===== config.mk =====
export PLATFORM = sky130hd
export DESIGN_NAME = priority_admission_scheduler
export DESIGN_NICKNAME = d
export VERILOG_FILES = /design/src/rtl/pas_pkg.sv /design/src/rtl/pas_ram.sv /design/src/rtl/pas_ctrl.sv /design/src/rtl/pas_dp.sv /design/src/rtl/priority_admission_scheduler.sv
export VERILOG_INCLUDE_DIRS = /design/src /design/src/rtl
export SDC_FILE = /design/constraint.sdc
export NUM_CORES = 1
export LEC_CHECK = 0
export BUFFER_PORTS_ARGS = -buffer_cell sky130_fd_sc_hd__buf_2
export CAP_MARGIN = 20
export CORE_UTILIZATION = 59
export CTS_CLUSTER_SIZE = 10
export DETAILED_ROUTE_END_ITERATION = 10
export GPL_ROUTABILITY_DRIVEN = 0
export PLACE_DENSITY = 0.81
export REMOVE_ABC_BUFFERS = 1
export SLEW_MARGIN = 20
export SYNTH_ARGS = -nofsm -noshare
export SYNTH_HDL_FRONTEND = slang
export SYNTH_HIERARCHICAL = 1
export SYNTH_SLANG_ARGS = --single-unit
export TNS_END_PERCENT = 5

===== constraint.sdc =====
create_clock -name clk_i -period 11.85 [get_ports clk_i]
set_input_delay 0.5925 -clock clk_i [delete_from_list [all_inputs] [get_ports clk_i]]
set_output_delay 0.5925 -clock clk_i [all_outputs]
set_load 0.005 [all_outputs]

===== src/rtl/assert_macros.svh =====
// Assertion macros used by the scheduler datapath.
`ifndef ASSERT_MACROS_SVH
`define ASSERT_MACROS_SVH

// Clocked property, disabled while reset is asserted.
`define PAS_ASSERT(lbl, prop, msg) \
  lbl: assert property (@(posedge clk_i) disable iff (!rst_ni) prop) else $error(msg);

// Condition that must never be seen at a clock edge.
`define PAS_NEVER(lbl, expr, msg) \
  `PAS_ASSERT(lbl, !(expr), msg)

`endif


===== src/rtl/pas_pkg.sv =====
// Types and constants shared by the priority admission scheduler modules.
package pas_pkg;

  localparam int TASK_W     = 16;
  localparam int PRIO_W     = 4;
  localparam int NEED_W     = 4;
  localparam int LIMIT_W    = 6;
  localparam int RUN_W      = 6;
  localparam int TYPE_SLOTS = 7;
  localparam int CFG_IDX_W  = 3;
  localparam int OP_W       = 2;
  localparam int STATUS_W   = 3;
  localparam int IN_DATA_W  = 48;
  localparam int RESULT_CAP = 16;
  localparam int RES_CNT_W  = 5;

  // Input beat layout inside tdata.
  localparam int IN_PRIO_LSB = 0;
  localparam int IN_NEED_LSB = 4;
  localparam int IN_TASK_LSB = 32;

  // Queue entry layout.
  localparam int PH_W      = 2;
  localparam int PH_LSB    = 0;
  localparam int TASK_LSB  = 2;
  localparam int PRIO_LSB  = 18;
  localparam int NEED_LSB  = 22;

  typedef enum logic [OP_W-1:0] {
    OP_SUBMIT   = 2'd0,
    OP_COMPLETE = 2'd1,
    OP_SCAN     = 2'd2
  } op_e;

  typedef enum logic [STATUS_W-1:0] {
    ST_QUEUED     = 3'd0,
    ST_OVER_LIMIT = 3'd1,
    ST_QUEUE_FULL = 3'd2,
    ST_PENDING    = 3'd3,
    ST_DISPATCHED = 3'd4,
    ST_COMPLETED  = 3'd5,
    ST_UNKNOWN    = 3'd6
  } status_e;

  typedef struct packed {
    logic accept;
    logic rd;
    logic eval;
    logic fin;
  } pas_cmd_t;

  typedef struct packed {
    logic walk_done;
    logic ev_push;
    logic fin_push;
    logic out_free;
  } pas_sts_t;

endpackage


===== src/rtl/pas_ram.sv =====
// Generic single-write, single-read RAM with registered read data.
module pas_ram #(
  parameter int WIDTH = 50,
  parameter int DEPTH = 16,
  localparam int AW = $clog2(DEPTH)
) (
  input  logic             clk_i,
  input  logic             we_i,
  input  logic [AW-1:0]    waddr_i,
  input  logic [WIDTH-1:0] wdata_i,
  input  logic             re_i,
  input  logic [AW-1:0]    raddr_i,
  output logic [WIDTH-1:0] rdata_o
);

  logic [WIDTH-1:0] mem_q [DEPTH];
  logic [WIDTH-1:0] rdata_q;

  always_ff @(posedge clk_i) begin
    if (we_i) begin
      mem_q[waddr_i] <= wdata_i;
    end
    if (re_i) begin
      rdata_q <= mem_q[raddr_i];
    end
  end

  assign rdata_o = rdata_q;

endmodule


===== src/rtl/pas_ctrl.sv =====
// Controller state machine: sequences the queue walk of each accepted beat.
module pas_ctrl (
  input  logic               clk_i,
  input  logic               rst_ni,
  input  logic               in_valid_i,
  output logic               in_ready_o,
  input  pas_pkg::pas_sts_t  sts_i,
  output pas_pkg::pas_cmd_t  cmd_o
);

  typedef enum logic [1:0] {
    S_IDLE,
    S_WALK,
    S_EVAL,
    S_FIN
  } state_e;

  state_e state_q, state_d;
  logic   rdy_q, rdy_d;

  always_comb begin
    state_d = state_q;
    rdy_d   = rdy_q;
    cmd_o   = '0;
    case (state_q)
      S_IDLE: begin
        if (in_valid_i && rdy_q) begin
          cmd_o.accept = 1'b1;
          rdy_d        = 1'b0;
          state_d      = S_WALK;
        end
      end
      S_WALK: begin
        if (sts_i.walk_done) begin
          state_d = S_FIN;
        end else begin
          cmd_o.rd = 1'b1;
          state_d  = S_EVAL;
        end
      end
      S_EVAL: begin
        // Hold the read entry while an earlier result beat is still waiting.
        if (!(sts_i.ev_push && !sts_i.out_free)) begin
          cmd_o.eval = 1'b1;
          state_d    = S_WALK;
        end
      end
      S_FIN: begin
        if (!(sts_i.fin_push && !sts_i.out_free)) begin
          cmd_o.fin = 1'b1;
          rdy_d     = 1'b1;
          state_d   = S_IDLE;
        end
      end
      default: begin
        rdy_d   = 1'b1;
        state_d = S_IDLE;
      end
    endcase
  end

  always_ff @(posedge clk_i or negedge rst_ni) begin
    if (!rst_ni) begin
      state_q <= S_IDLE;
      rdy_q   <= 1'b1;
    end else begin
      state_q <= state_d;
      rdy_q   <= rdy_d;
    end
  end

  assign in_ready_o = rdy_q;

endmodule


===== src/rtl/pas_dp.sv =====
// Datapath: queue memory, resource counters, limits and the result register.
`include "assert_macros.svh"

module pas_dp #(
  parameter int QUEUE_DEPTH = 16,
  parameter int NUM_TYPES   = 7
) (
  input  logic                              clk_i,
  input  logic                              rst_ni,
  input  pas_pkg::pas_cmd_t                 cmd_i,
  output pas_pkg::pas_sts_t                 sts_o,
  input  logic                              cfg_we_i,
  input  logic [pas_pkg::CFG_IDX_W-1:0]     cfg_idx_i,
  input  logic [pas_pkg::LIMIT_W-1:0]       cfg_wdata_i,
  input  logic [pas_pkg::OP_W-1:0]          in_op_i,
  input  logic [pas_pkg::IN_DATA_W-1:0]     in_data_i,
  output logic                              out_valid_o,
  input  logic                              out_ready_i,
  output logic [pas_pkg::STATUS_W-1:0]      out_status_o,
  output logic [pas_pkg::TASK_W-1:0]        out_task_o,
  output logic                              out_last_o
);

  localparam int AW = $clog2(QUEUE_DEPTH);
  localparam int CW = $clog2(QUEUE_DEPTH + 1);
  localparam int EW = pas_pkg::NEED_LSB + pas_pkg::NEED_W * NUM_TYPES;
  localparam int IW = pas_pkg::CFG_IDX_W;
  localparam int TW = pas_pkg::TASK_W;
  localparam int NW = pas_pkg::NEED_W;
  localparam int RW = pas_pkg::RUN_W;
  localparam int LW = pas_pkg::LIMIT_W;
  localparam int PW = pas_pkg::PRIO_W;
  localparam int XW = pas_pkg::RES_CNT_W;
  localparam logic [CW-1:0] DEPTH_C   = CW'(QUEUE_DEPTH);
  localparam logic [XW-1:0] RES_CAP_C = XW'(pas_pkg::RESULT_CAP);
  localparam logic [TW-1:0] TASK_MAX  = {TW{1'b1}};

  typedef enum logic [pas_pkg::PH_W-1:0] {
    PH_WAITING    = 2'd0,
    PH_NOTIFIED   = 2'd1,
    PH_DISPATCHED = 2'd2
  } phase_e;

  // Beat being worked on.
  pas_pkg::op_e               op_q;
  logic [pas_pkg::IN_DATA_W-1:0] data_q;

  // Control state.
  logic [CW-1:0] idx_q, idx_d;
  logic [CW-1:0] cnt_q, cnt_d;
  logic [TW-1:0] ntn_q, ntn_d;
  logic [RW-1:0] run_q [NUM_TYPES];
  logic [RW-1:0] run_d [NUM_TYPES];
  logic [LW-1:0] lim_q [NUM_TYPES];
  logic          found_q, found_d;
  logic          stop_q, stop_d;
  logic [XW-1:0] nres_q, nres_d;
  logic          held_v_q, held_v_d;
  logic          out_valid_q;

  // Payload registers.
  pas_pkg::status_e held_st_q;
  logic [TW-1:0]    held_task_q;
  pas_pkg::status_e out_st_q;
  logic [TW-1:0]    out_task_q;
  logic             out_last_q;

  // Decoded fields.
  logic [PW-1:0] in_prio;
  logic [TW-1:0] in_task;
  logic [NW-1:0] in_need [NUM_TYPES];
  logic [EW-1:0] rd_data;
  logic [PW-1:0] rd_prio;
  logic [TW-1:0] rd_task;
  phase_e        rd_phase;
  logic [NW-1:0] rd_need [NUM_TYPES];

  logic          over, full, fits, match;
  logic          sc_disp, sc_note, sc_res;
  logic          out_free;
  logic [CW-1:0] idx_m1, rd_idx;

  logic          ram_we;
  logic [AW-1:0] ram_waddr;
  logic [EW-1:0] ram_wdata;
  logic [EW-1:0] new_entry;
  logic [EW-1:0] upd_entry;

  logic             push;
  pas_pkg::status_e push_st;
  logic [TW-1:0]    push_task;
  logic             push_last;

  always_comb begin
    in_prio = data_q[pas_pkg::IN_PRIO_LSB +: PW];
    in_task = data_q[pas_pkg::IN_TASK_LSB +: TW];
    rd_prio = rd_data[pas_pkg::PRIO_LSB +: PW];
    rd_task = rd_data[pas_pkg::TASK_LSB +: TW];
    rd_phase = phase_e'(rd_data[pas_pkg::PH_LSB +: pas_pkg::PH_W]);
    for (int t = 0; t < NUM_TYPES; t++) begin
      in_need[t] = data_q[pas_pkg::IN_NEED_LSB + NW * t +: NW];
      rd_need[t] = rd_data[pas_pkg::NEED_LSB + NW * t +: NW];
    end
  end

  // Limit checks run in parallel over the resource types.
  always_comb begin
    over = 1'b0;
    fits = 1'b1;
    for (int t = 0; t < NUM_TYPES; t++) begin
      if ({2'b00, in_need[t]} > lim_q[t]) begin
        over = 1'b1;
      end
      if (({1'b0, run_q[t]} + {3'b000, rd_need[t]}) > {1'b0, lim_q[t]}) begin
        fits = 1'b0;
      end
    end
  end

  assign full     = (cnt_q >= DEPTH_C);
  assign match    = (rd_phase == PH_DISPATCHED) && (rd_task == in_task);
  assign sc_disp  = (rd_phase != PH_DISPATCHED) && fits;
  assign sc_note  = (rd_phase == PH_WAITING) && !fits;
  assign sc_res   = sc_disp || sc_note;
  assign out_free = !out_valid_q || out_ready_i;
  assign idx_m1   = idx_q - CW'(1);
  assign rd_idx   = (op_q == pas_pkg::OP_SUBMIT) ? idx_m1 : idx_q;

  always_comb begin
    new_entry = '0;
    new_entry[pas_pkg::PH_LSB +: pas_pkg::PH_W] = PH_WAITING;
    new_entry[pas_pkg::TASK_LSB +: TW]          = ntn_q;
    new_entry[pas_pkg::PRIO_LSB +: PW]          = in_prio;
    for (int t = 0; t < NUM_TYPES; t++) begin
      new_entry[pas_pkg::NEED_LSB + NW * t +: NW] = in_need[t];
    end
    upd_entry = rd_data;
    upd_entry[pas_pkg::PH_LSB +: pas_pkg::PH_W] = sc_disp ? PH_DISPATCHED : PH_NOTIFIED;
  end

  // Status toward the controller.
  always_comb begin
    sts_o = '0;
    sts_o.out_free = out_free;
    sts_o.ev_push  = (op_q == pas_pkg::OP_SCAN) && sc_res && held_v_q;
    case (op_q)
      pas_pkg::OP_SUBMIT: begin
        sts_o.walk_done = over || full || stop_q || (idx_q == '0);
        sts_o.fin_push  = 1'b1;
      end
      pas_pkg::OP_COMPLETE: begin
        sts_o.walk_done = (idx_q == cnt_q);
        sts_o.fin_push  = 1'b1;
      end
      pas_pkg::OP_SCAN: begin
        sts_o.walk_done = (idx_q == cnt_q) || (nres_q == RES_CAP_C);
        sts_o.fin_push  = held_v_q;
      end
      default: begin
        sts_o.walk_done = 1'b1;
        sts_o.fin_push  = 1'b0;
      end
    endcase
  end

  // Queue memory write port.
  always_comb begin
    ram_we    = 1'b0;
    ram_waddr = idx_q[AW-1:0];
    ram_wdata = rd_data;
    if (cmd_i.eval) begin
      case (op_q)
        pas_pkg::OP_SUBMIT: begin
          // Lower-priority entries move one place toward the tail.
          ram_we = !(rd_prio >= in_prio);
        end
        pas_pkg::OP_COMPLETE: begin
          ram_we    = found_q;
          ram_waddr = idx_m1[AW-1:0];
        end
        pas_pkg::OP_SCAN: begin
          ram_we    = sc_res;
          ram_wdata = upd_entry;
        end
        default: begin
          ram_we = 1'b0;
        end
      endcase
    end else if (cmd_i.fin && (op_q == pas_pkg::OP_SUBMIT) && !over && !full) begin
      ram_we    = 1'b1;
      ram_wdata = new_entry;
    end
  end

  pas_ram #(
    .WIDTH (EW),
    .DEPTH (QUEUE_DEPTH)
  ) u_queue (
    .clk_i   (clk_i),
    .we_i    (ram_we),
    .waddr_i (ram_waddr),
    .wdata_i (ram_wdata),
    .re_i    (cmd_i.rd),
    .raddr_i (rd_idx[AW-1:0]),
    .rdata_o (rd_data)
  );

  // Result beats and state updates.
  always_comb begin
    push      = 1'b0;
    push_st   = held_st_q;
    push_task = held_task_q;
    push_last = 1'b1;
    idx_d     = idx_q;
    cnt_d     = cnt_q;
    ntn_d     = ntn_q;
    found_d   = found_q;
    stop_d    = stop_q;
    nres_d    = nres_q;
    held_v_d  = held_v_q;
    for (int t = 0; t < NUM_TYPES; t++) begin
      run_d[t] = run_q[t];
    end

    if (cmd_i.accept) begin
      idx_d    = (pas_pkg::op_e'(in_op_i) == pas_pkg::OP_SUBMIT) ? cnt_q : '0;
      found_d  = 1'b0;
      stop_d   = 1'b0;
      nres_d   = '0;
      held_v_d = 1'b0;
    end else if (cmd_i.eval) begin
      case (op_q)
        pas_pkg::OP_SUBMIT: begin
          if (rd_prio >= in_prio) begin
            stop_d = 1'b1;
          end else begin
            idx_d = idx_m1;
          end
        end
        pas_pkg::OP_COMPLETE: begin
          if (!found_q && match) begin
            found_d = 1'b1;
            for (int t = 0; t < NUM_TYPES; t++) begin
              run_d[t] = (run_q[t] > {2'b00, rd_need[t]}) ?
                         (run_q[t] - {2'b00, rd_need[t]}) : '0;
            end
          end
          idx_d = idx_q + CW'(1);
        end
        pas_pkg::OP_SCAN: begin
          if (sc_disp) begin
            for (int t = 0; t < NUM_TYPES; t++) begin
              run_d[t] = run_q[t] + {2'b00, rd_need[t]};
            end
          end
          if (sc_res) begin
            // The previous result is now known not to be the last one.
            push      = held_v_q;
            push_last = 1'b0;
            held_v_d  = 1'b1;
            nres_d    = nres_q + XW'(1);
          end
          idx_d = idx_q + CW'(1);
        end
        default: begin
          idx_d = idx_q;
        end
      endcase
    end else if (cmd_i.fin) begin
      case (op_q)
        pas_pkg::OP_SUBMIT: begin
          push = 1'b1;
          if (over) begin
            push_st   = pas_pkg::ST_OVER_LIMIT;
            push_task = '0;
          end else if (full) begin
            push_st   = pas_pkg::ST_QUEUE_FULL;
            push_task = '0;
          end else begin
            push_st   = pas_pkg::ST_QUEUED;
            push_task = ntn_q;
            cnt_d     = cnt_q + CW'(1);
            ntn_d     = (ntn_q == TASK_MAX) ? TW'(1) : ntn_q + TW'(1);
          end
        end
        pas_pkg::OP_COMPLETE: begin
          push      = 1'b1;
          push_task = in_task;
          if (found_q) begin
            push_st = pas_pkg::ST_COMPLETED;
            cnt_d   = cnt_q - CW'(1);
          end else begin
            push_st = pas_pkg::ST_UNKNOWN;
          end
        end
        pas_pkg::OP_SCAN: begin
          push     = held_v_q;
          held_v_d = 1'b0;
        end
        default: begin
          push = 1'b0;
        end
      endcase
    end
  end

  always_ff @(posedge clk_i or negedge rst_ni) begin
    if (!rst_ni) begin
      idx_q       <= '0;
      cnt_q       <= '0;
      ntn_q       <= TW'(1);
      found_q     <= 1'b0;
      stop_q      <= 1'b0;
      nres_q      <= '0;
      held_v_q    <= 1'b0;
      out_valid_q <= 1'b0;
      for (int t = 0; t < NUM_TYPES; t++) begin
        run_q[t] <= '0;
        lim_q[t] <= LW'(1);
      end
    end else begin
      idx_q    <= idx_d;
      cnt_q    <= cnt_d;
      ntn_q    <= ntn_d;
      found_q  <= found_d;
      stop_q   <= stop_d;
      nres_q   <= nres_d;
      held_v_q <= held_v_d;
      for (int t = 0; t < NUM_TYPES; t++) begin
        run_q[t] <= run_d[t];
        if (cfg_we_i && (cfg_idx_i == IW'(t))) begin
          lim_q[t] <= cfg_wdata_i;
        end
      end
      if (push) begin
        out_valid_q <= 1'b1;
      end else if (out_ready_i) begin
        out_valid_q <= 1'b0;
      end
    end
  end

  always_ff @(posedge clk_i) begin
    if (cmd_i.accept) begin
      op_q   <= pas_pkg::op_e'(in_op_i);
      data_q <= in_data_i;
    end
    if (cmd_i.eval && (op_q == pas_pkg::OP_SCAN) && sc_res) begin
      held_st_q   <= sc_disp ? pas_pkg::ST_DISPATCHED : pas_pkg::ST_PENDING;
      held_task_q <= rd_task;
    end
    if (push) begin
      out_st_q   <= push_st;
      out_task_q <= push_task;
      out_last_q <= push_last;
    end
  end

  assign out_valid_o  = out_valid_q;
  assign out_status_o = out_st_q;
  assign out_task_o   = out_task_q;
  assign out_last_o   = out_last_q;

  `PAS_NEVER(a_no_overwrite, push && out_valid_q && !out_ready_i, "result beat overwritten")
  `PAS_ASSERT(a_count_range, cnt_q <= DEPTH_C, "queue count beyond depth")
  `PAS_NEVER(a_task_zero, ntn_q == '0, "task number zero would be handed out")
  `PAS_ASSERT(a_result_cap, nres_q <= RES_CAP_C, "scan produced too many results")
  `PAS_ASSERT(a_read_in_queue, cmd_i.rd |-> (rd_idx < cnt_q), "read outside the queue")

endmodule


===== src/rtl/priority_admission_scheduler.sv =====
// Priority admission scheduler top level: stream ports, controller and datapath.
//
// Each input beat is worked on alone; s_axis_tready_o is low from acceptance until the
// last result beat of that item has been handed to the output register. Every queue entry
// that an operation touches gets a read step and an evaluate step (S_WALK, S_EVAL) on the
// queue memory, which has one read and one write port, between the accept step and the
// finish step (S_FIN): a submit touches the entries compared against the new one (those
// that move behind it, plus the entry of equal or higher priority where the search stops,
// if there is one), a completion all queued entries, a scan the entries visited (at most
// the queue count, and the scan stops after sixteen results), and a rejected submit or an
// unused operation code touches none. A result beat that is not taken on m_axis holds the
// walk at that step. The queue memory needs no clearing after reset because only entries
// below the queue count are ever read.
module priority_admission_scheduler #(
  parameter int QUEUE_DEPTH = 16,
  parameter int NUM_TYPES   = 7
) (
  input  logic                          clk_i,
  input  logic                          rst_ni,
  // Configuration write port.
  input  logic                          cfg_we_i,
  input  logic [pas_pkg::CFG_IDX_W-1:0] cfg_idx_i,
  input  logic [pas_pkg::LIMIT_W-1:0]   cfg_wdata_i,
  // Input stream.
  input  logic                          s_axis_tvalid_i,
  output logic                          s_axis_tready_o,
  // tdata: priority_req[3:0], need_type0..need_type6 [31:4], done_task[47:32]
  input  logic [pas_pkg::IN_DATA_W-1:0] s_axis_tdata_i,
  // tuser: operation[1:0]
  input  logic [pas_pkg::OP_W-1:0]      s_axis_tuser_i,
  // Result stream.
  output logic                          m_axis_tvalid_o,
  input  logic                          m_axis_tready_i,
  // tdata: task_number[15:0]
  output logic [pas_pkg::TASK_W-1:0]    m_axis_tdata_o,
  // tuser: status[2:0]
  output logic [pas_pkg::STATUS_W-1:0]  m_axis_tuser_o,
  output logic                          m_axis_tlast_o
);

  pas_pkg::pas_cmd_t cmd;
  pas_pkg::pas_sts_t sts;

  pas_ctrl u_ctrl (
    .clk_i      (clk_i),
    .rst_ni     (rst_ni),
    .in_valid_i (s_axis_tvalid_i),
    .in_ready_o (s_axis_tready_o),
    .sts_i      (sts),
    .cmd_o      (cmd)
  );

  pas_dp #(
    .QUEUE_DEPTH (QUEUE_DEPTH),
    .NUM_TYPES   (NUM_TYPES)
  ) u_dp (
    .clk_i        (clk_i),
    .rst_ni       (rst_ni),
    .cmd_i        (cmd),
    .sts_o        (sts),
    .cfg_we_i     (cfg_we_i),
    .cfg_idx_i    (cfg_idx_i),
    .cfg_wdata_i  (cfg_wdata_i),
    .in_op_i      (s_axis_tuser_i),
    .in_data_i    (s_axis_tdata_i),
    .out_valid_o  (m_axis_tvalid_o),
    .out_ready_i  (m_axis_tready_i),
    .out_status_o (m_axis_tuser_o),
    .out_task_o   (m_axis_tdata_o),
    .out_last_o   (m_axis_tlast_o)
  );

endmodule

# Yosys cells after proc, flatten, opt, wreduce, memory -nomap -nowiden
# Memories as Yosys holds them, arrays and structs flattened. A register that Yosys moved wholly into a read port is not among the register bits.
# Cells that the tools add are included.
# totals
register_bits	211
ramBits	800
in_bits	64
out_inout_bits	22
word_cells	286
n_memories	1
# mem_list
memory	words	word_bits	rd	rd_ports_with_merged_regs	write_ports	line	text
u_dp.u_queue.mem_q	16	50	1	1	1	pas_ram.sv:16	logic [WIDTH-1:0] mem_q [DEPTH];
# classes
add_sub_neg	27
order_cmp	23
eq_ne	29
mux	104
bitwise	5
reduce_logical	66
# ops
cell	n
$mux 50	2
$mux 16	6
$mux 42	2
$pmux 42 s2	1
$mux 5	11
$mux 1	51
$add 6x4->7	7
$gt 7x6->1	7
$add 6x4->6	7
$gt 4x6->1	7
$gt 6x4->1	7
$mux 6	7
$sub 6x4->6	7
$pmux 16 s2	1
$reduce_bool 2->1	11
$logic_and 1x1->1	21
$pmux 5 s2	2
$reduce_and 3->1	6
$add 16x1->16 const B	1
$eq 16x16->1	1
$eq 16x16->1 const B	1
$add 5x1->5 const B	3
$mux 3	5
$mux 2	7
other kinds (31)	73

# Depth between registers and ports, before layout
# logic_depth
depth_word	20
ltp_mapped	26
mapped_depth_nobuf	24

# Cells and area by module
# The synthesis kept the hierarchy.
# by_module_without_submodules
module	n_inst	cells_per_inst	area_each_um2	seq_area_each_um2
pas_ram	1	1294	31411.4	25524.5
pas_dp	1	1394	14577.7	5630.4
pas_ctrl	1	18	188.9	76.3

# Least setup slack after synthesis
# No wires, ideal clock.
# synth_timing
path_kind	register to register
start	register u_dp.u_queue.rdata_q[31], in the netlist u_dp/u_queue/rdata_o[31], read port of u_dp.u_queue.mem_q
end	memory u_dp.u_queue.mem_q[0][0], enable pin
setup_ns	0.519
arrival_time_ns	8.301
required_time_ns	11.331
setup_slack_ns	3.030
path_stages_with_launch	25
path_buffers	3
synth_period_minus_slack_ns	8.820
cell_sequence	edfxtp_1 > inv_1 > ha_1 > inv_1 > a21o_1 > a21oi_1 > nor2_1 > o21ai_0 > xnor2_1 > ha_1 > and3_1 > a221o_1 > a2111oi_4 > a31oi_1 > clkbuf_1 > nor2_1 > nor2b_1 > nor3b_1 > nand2b_1 > or4_1 > buf_4 > buf_6 > o221ai_1 > or3b_2 > nor3_1
# synth_rtl
item	line	text
start, declared	pas_ram.sv:17	logic [WIDTH-1:0] rdata_q;
end, declared	pas_ram.sv:16	

==> results.json <==
{
  "status": "finished with violations",
  "failed_checks": "design-rule violations",
  "hold-path-cell-count": 1,
  "fp.dieW_um": 282,
  "final_cells": 3909,
  "fin_area_um2": 51300,
  "drt_wl_total_um": 119000,
  "vias": 26600,
  "critPathArrivalTime_ns": 7.78,
  "die_area_um2": 79400,
  "grt.total_usage_pct": 30.6,
  "area_fraction_of_the_dominant_cell_type_after_synthesis_pct": 61.0,
  "rr_worst_depth": 23,
  "io_buffers": 85,
  "worstHoldPathType": "in2reg",
  "finalSetupViolCount": 0,
  "netlist_top_cells_area": "edfxtp_1 (61%), mux4_2 (9.8%), dfrtp_1 (6.1%)",
  "initialDrtViolationCount": 3692,
  "htreeDepth": 3,
  "antenna_left": 0,
  "syn_inst": 2706,
  "fin_skew_ns": 0.0982,
  "cts_resized": 0,
  "synth_seq_area_share_pct": 67.6,
  "fmax_mhz": 133,
  "hold_path.startpoint": "s_axis_tdata_i[44]",
  "drt_first_pass_iters": 9,
  "power-per-cell-area_nw_per_um2": 258,
  "dpl-instance-area_um2": 47800,
  "routed_via_density": 6.81,
  "die_h_um": 282,
  "netlist_top_cells_count": "edfxtp_1 (938), mux4_2 (200), ha_1 (142)",
  "globalRoute.totalOverflow": 0,
  "clkSinkCount": 1060,
  "vdd_drop_max_v": 0.000244,
  "timing_worst_slew_pin_value_ns": 1.15,
  "path_max_fanout": 38,
  "layout_min_cycle_time_ns": 7.50,
  "worst-setup-path-type": "reg2reg",
  "cts.clk_slew.worst_paths_ns": 0.06,
  "maxSlewViolCount": 0,
  "footprint_of_the_multi_input_gates_um2": 14000,
  "synthesis.yosys.warnings": 6,
  "clockBufferDepth": 3,
  "r2r_endpoint": "u_dp/u_queue/mem_q[13][39]$_DFFE_PP_",
  "final_nets": 3038,
  "wire_length_of_the_first_global_routing_pass_um": 176000,
  "setup_total_negative_slack_ns": 0,
  "cts_tree": "yes",
  "crit_chain": "inv_1, ha_1, inv_1, a21o_1, a21oi_1, nor2_1, o21ai_0, xnor2_1, ha_1, and3_1, a221o_1, a2111oi_4, a31oi_2, nor2_1, nor2b_1, nor3b_1, buf_4, nand2b_1, or4_4, o221ai_1, nand3_1, nor2_4, buf_4",
  "first_global_vias": 27500,
  "synth-edff-count": 938,
  "synth_area_leader_cell": "edfxtp_1",
  "reg2reg_setup_slack_ns": 4.35,
  "worstSetupStartpointType": "flop",
  "final_count_of_hold_timing_violations": 0,
  "endpoint_kind": "flop",
  "critical_path.reg2reg.startpoint": "u_dp/u_queue/rdata_o[31]$_DFFE_PP_",
  "maximum_number_of_pins_on_one_net_before_global_route_repair": 177,
  "timing.max_cap.violations": 0,
  "syn_to_final_growth_pct": 11.0,
  "placed_cells_incl_taps": 3732,
  "worstPathRequired_ns": 12.13,
  "post_syn_area_per_cell_um2": 17.1,
  "initial_core_util_pct": 59.6,
  "synth_most_common_cell": "edfxtp_1",
  "total_leakage_power_nw": 18.0,
  "drt_drc_violations_left": 2,
  "rsz0062_at_grt": "no",
  "rows": 102,
  "cts_buffers": 117,
  "antenna_violations_before_repair": 4,
  "cts_root_buffer": "clkbuf_16",
  "timing.max_slew.rel_slack_pct": 23.1,
  "timing.critical_path.slowest_cell_delay_ns": 0.78,
  "io_pins": 86,
  "clkLatencyLatePin_ns": 0.74,
  "postSynth.topFlopCell": "edfxtp_1",
  "final_routed_wire_length_divided_by_cell_count_um": 30.5,
  "final_layout_size_suffix_gt1_share_pct": 21.2,
  "ys_async_sr_fraction_pct": 11.5,
  "core_area_um2": 77500,
  "hpwl_um": 67200,
  "final_min_period_over_clock_period_pct": 63.3,
  "area.sequential_um2": 31200,
  "filler_cell_count": 4844,
  "synth_cell_types": 88,
  "syn_area_um2": 46200,
  "critPathSlowestCell": "or4_4",
  "postSynthRegisterBits": 1060,
  "hold-path-endpoint": "u_dp/data_q[44]$_DFFE_PP_"
}
-- per-layer routing --
layer	track usage (%)	part of all wire, %	up-vias	wire length, um
met5	0	0.030	-	36
met4	15.3	5.2	6	6150
met3	6.58	11	385	12600
met2	49.5	49	1955	58100
met1	39.4	36	13400	42600
li1	-	-	10900	-
-- registers in the layout (all words and copies together) (netlist names), 5 cells and up --
name,count
u_dp/nres_q,5
u_dp/idx_q,5
u_dp/out_task_o,16
u_dp/held_task_q,16
u_dp/lim_q,42
u_dp/run_q,42
u_dp/cnt_q,5
u_dp/data_q,48
u_dp/u_queue/mem_q,800
u_dp/ntn_q,16
u_dp/u_queue/rdata_o,50
-- cell type report --
| cell class | count | area share (%) |
|---|---|---|
| antenna | 2 | 0.00976 |
| clock buffer | 158 | 6.01 |
| clock inverter | 11 | 0.525 |
| inverter | 124 | 0.910 |
| multi-input combinational | 1381 | 27.3 |
| sequential | 1060 | 60.9 |
| tap | 1040 | 2.54 |
| timing repair buffer | 133 | 1.78 |
-- how the worst max path moves through the flow --
stage                                                  start                                   end  cells past startpoint
final                     u_dp/u_queue/rdata_o[31]$_DFFE_PP_  u_dp/u_queue/mem_q[13][39]$_DFFE_PP_                     23
after global routing      u_dp/u_queue/rdata_o[35]$_DFFE_PP_  u_dp/u_queue/mem_q[11][40]$_DFFE_PP_                     24
after CTS                 u_dp/u_queue/rdata_o[31]$_DFFE_PP_  u_dp/u_queue/mem_q[10][29]$_DFFE_PP_                     23
after detailed placement  u_dp/u_queue/rdata_o[31]$_DFFE_PP_  u_dp/u_queue/mem_q[10][35]$_DFFE_PP_                     23
after global placement    u_dp/u_queue/rdata_o[31]$_DFFE_PP_  u_dp/u_queue/mem_q[15][35]$_DFFE_PP_                     23
after floorplan                       u_dp/op_q[1]$_DFFE_PP_     u_dp/u_queue/rdata_o[0]$_DFFE_PP_                      6
-- cells by family after synthesis --
family	Yosys count	share of synthesized area [%]
AOI/OAI and AO/OA	424	6.70
xor gates and xnor gates	80	1.52
adders and majority gates	157	4.50
buffers and inverters	265	2.46
DFF	1060	67.6
muxes	305	12.6
and+or+nand+nor	415	4.56
-- where the power goes --
group          internal [W]  leakage [nW]  total (W)  switching [W]
Combinational       0.00194          6.46    0.00482        0.00288
Sequential          0.00482          9.91    0.00513       0.000308
Clock               0.00184          1.60    0.00328        0.00144
Total               0.00860          18.0     0.0132        0.00463
-- worst max-delay path: cells and delay by family, from the launching register on --
family | cells | cell delay [ns]
simple gates | 9 | 2.68
compound gates | 7 | 2.06
buf+inv | 4 | 1.08
fa+ha+maj | 2 | 0.62
flops | 1 | 0.43
xor+xnor | 1 | 0.18
-- cells in the final DEF, fill, tap and decap left out, drive strengths merged, types with 10 or more instances in the layout --
cell / synthesis / final
edfxtp: 938 / 938
mux4: 200 / 200
clkbuf: 83 / 158
ha: 142 / 142
nand2: 135 / 135
buf: 58 / 132
inv: 122 / 123
dfrtp: 113 / 113
a22oi: 100 / 100
mux2: 96 / 96
nor2: 67 / 67
a21oi: 61 / 61
o21ai: 60 / 60
xnor2: 46 / 46
a21o: 36 / 36
nand3: 34 / 34
xor2: 34 / 34
nor3: 29 / 29
nand4: 28 / 28
a221o: 25 / 25
and3: 21 / 21
o21a: 19 / 19
nand2b: 18 / 18
nor2b: 16 / 16
fa: 15 / 15
nand3b: 13 / 13
or3: 13 / 13
o21bai: 12 / 12
o31ai: 12 / 12
a211oi: 12 / 12
a211o: 11 / 11
nor4: 10 / 10
clkinv: 2 / 10
-- stage by stage --
| step | hold slack [ns] | total power (W) | util [%] | setup WS [ns] |
|---|---|---|---|---|
| final | 0.0309 | 0.0132 | 66.2 | 4.35 |
| after global routing | 0.0171 | 0.0138 | 66.2 | 4.03 |
| after CTS | 0.00389 | 0.0132 | 66.0 | 4.02 |
| after detailed placement | 0.488 | 0.00984 | 61.7 | 4.17 |
| after global placement | 0.489 | 0.00960 | 61.7 | 4.47 |
| after floorplan | 0.297 | 0.00890 | - | -7.40 |
-- timing repair --
item                                   4_1_cts  5_1_grt
hold buffers                                 1        0
endpoints found under the hold margin       48        0
buffers inserted                             0        0
(Power assumes the default switching activity.)
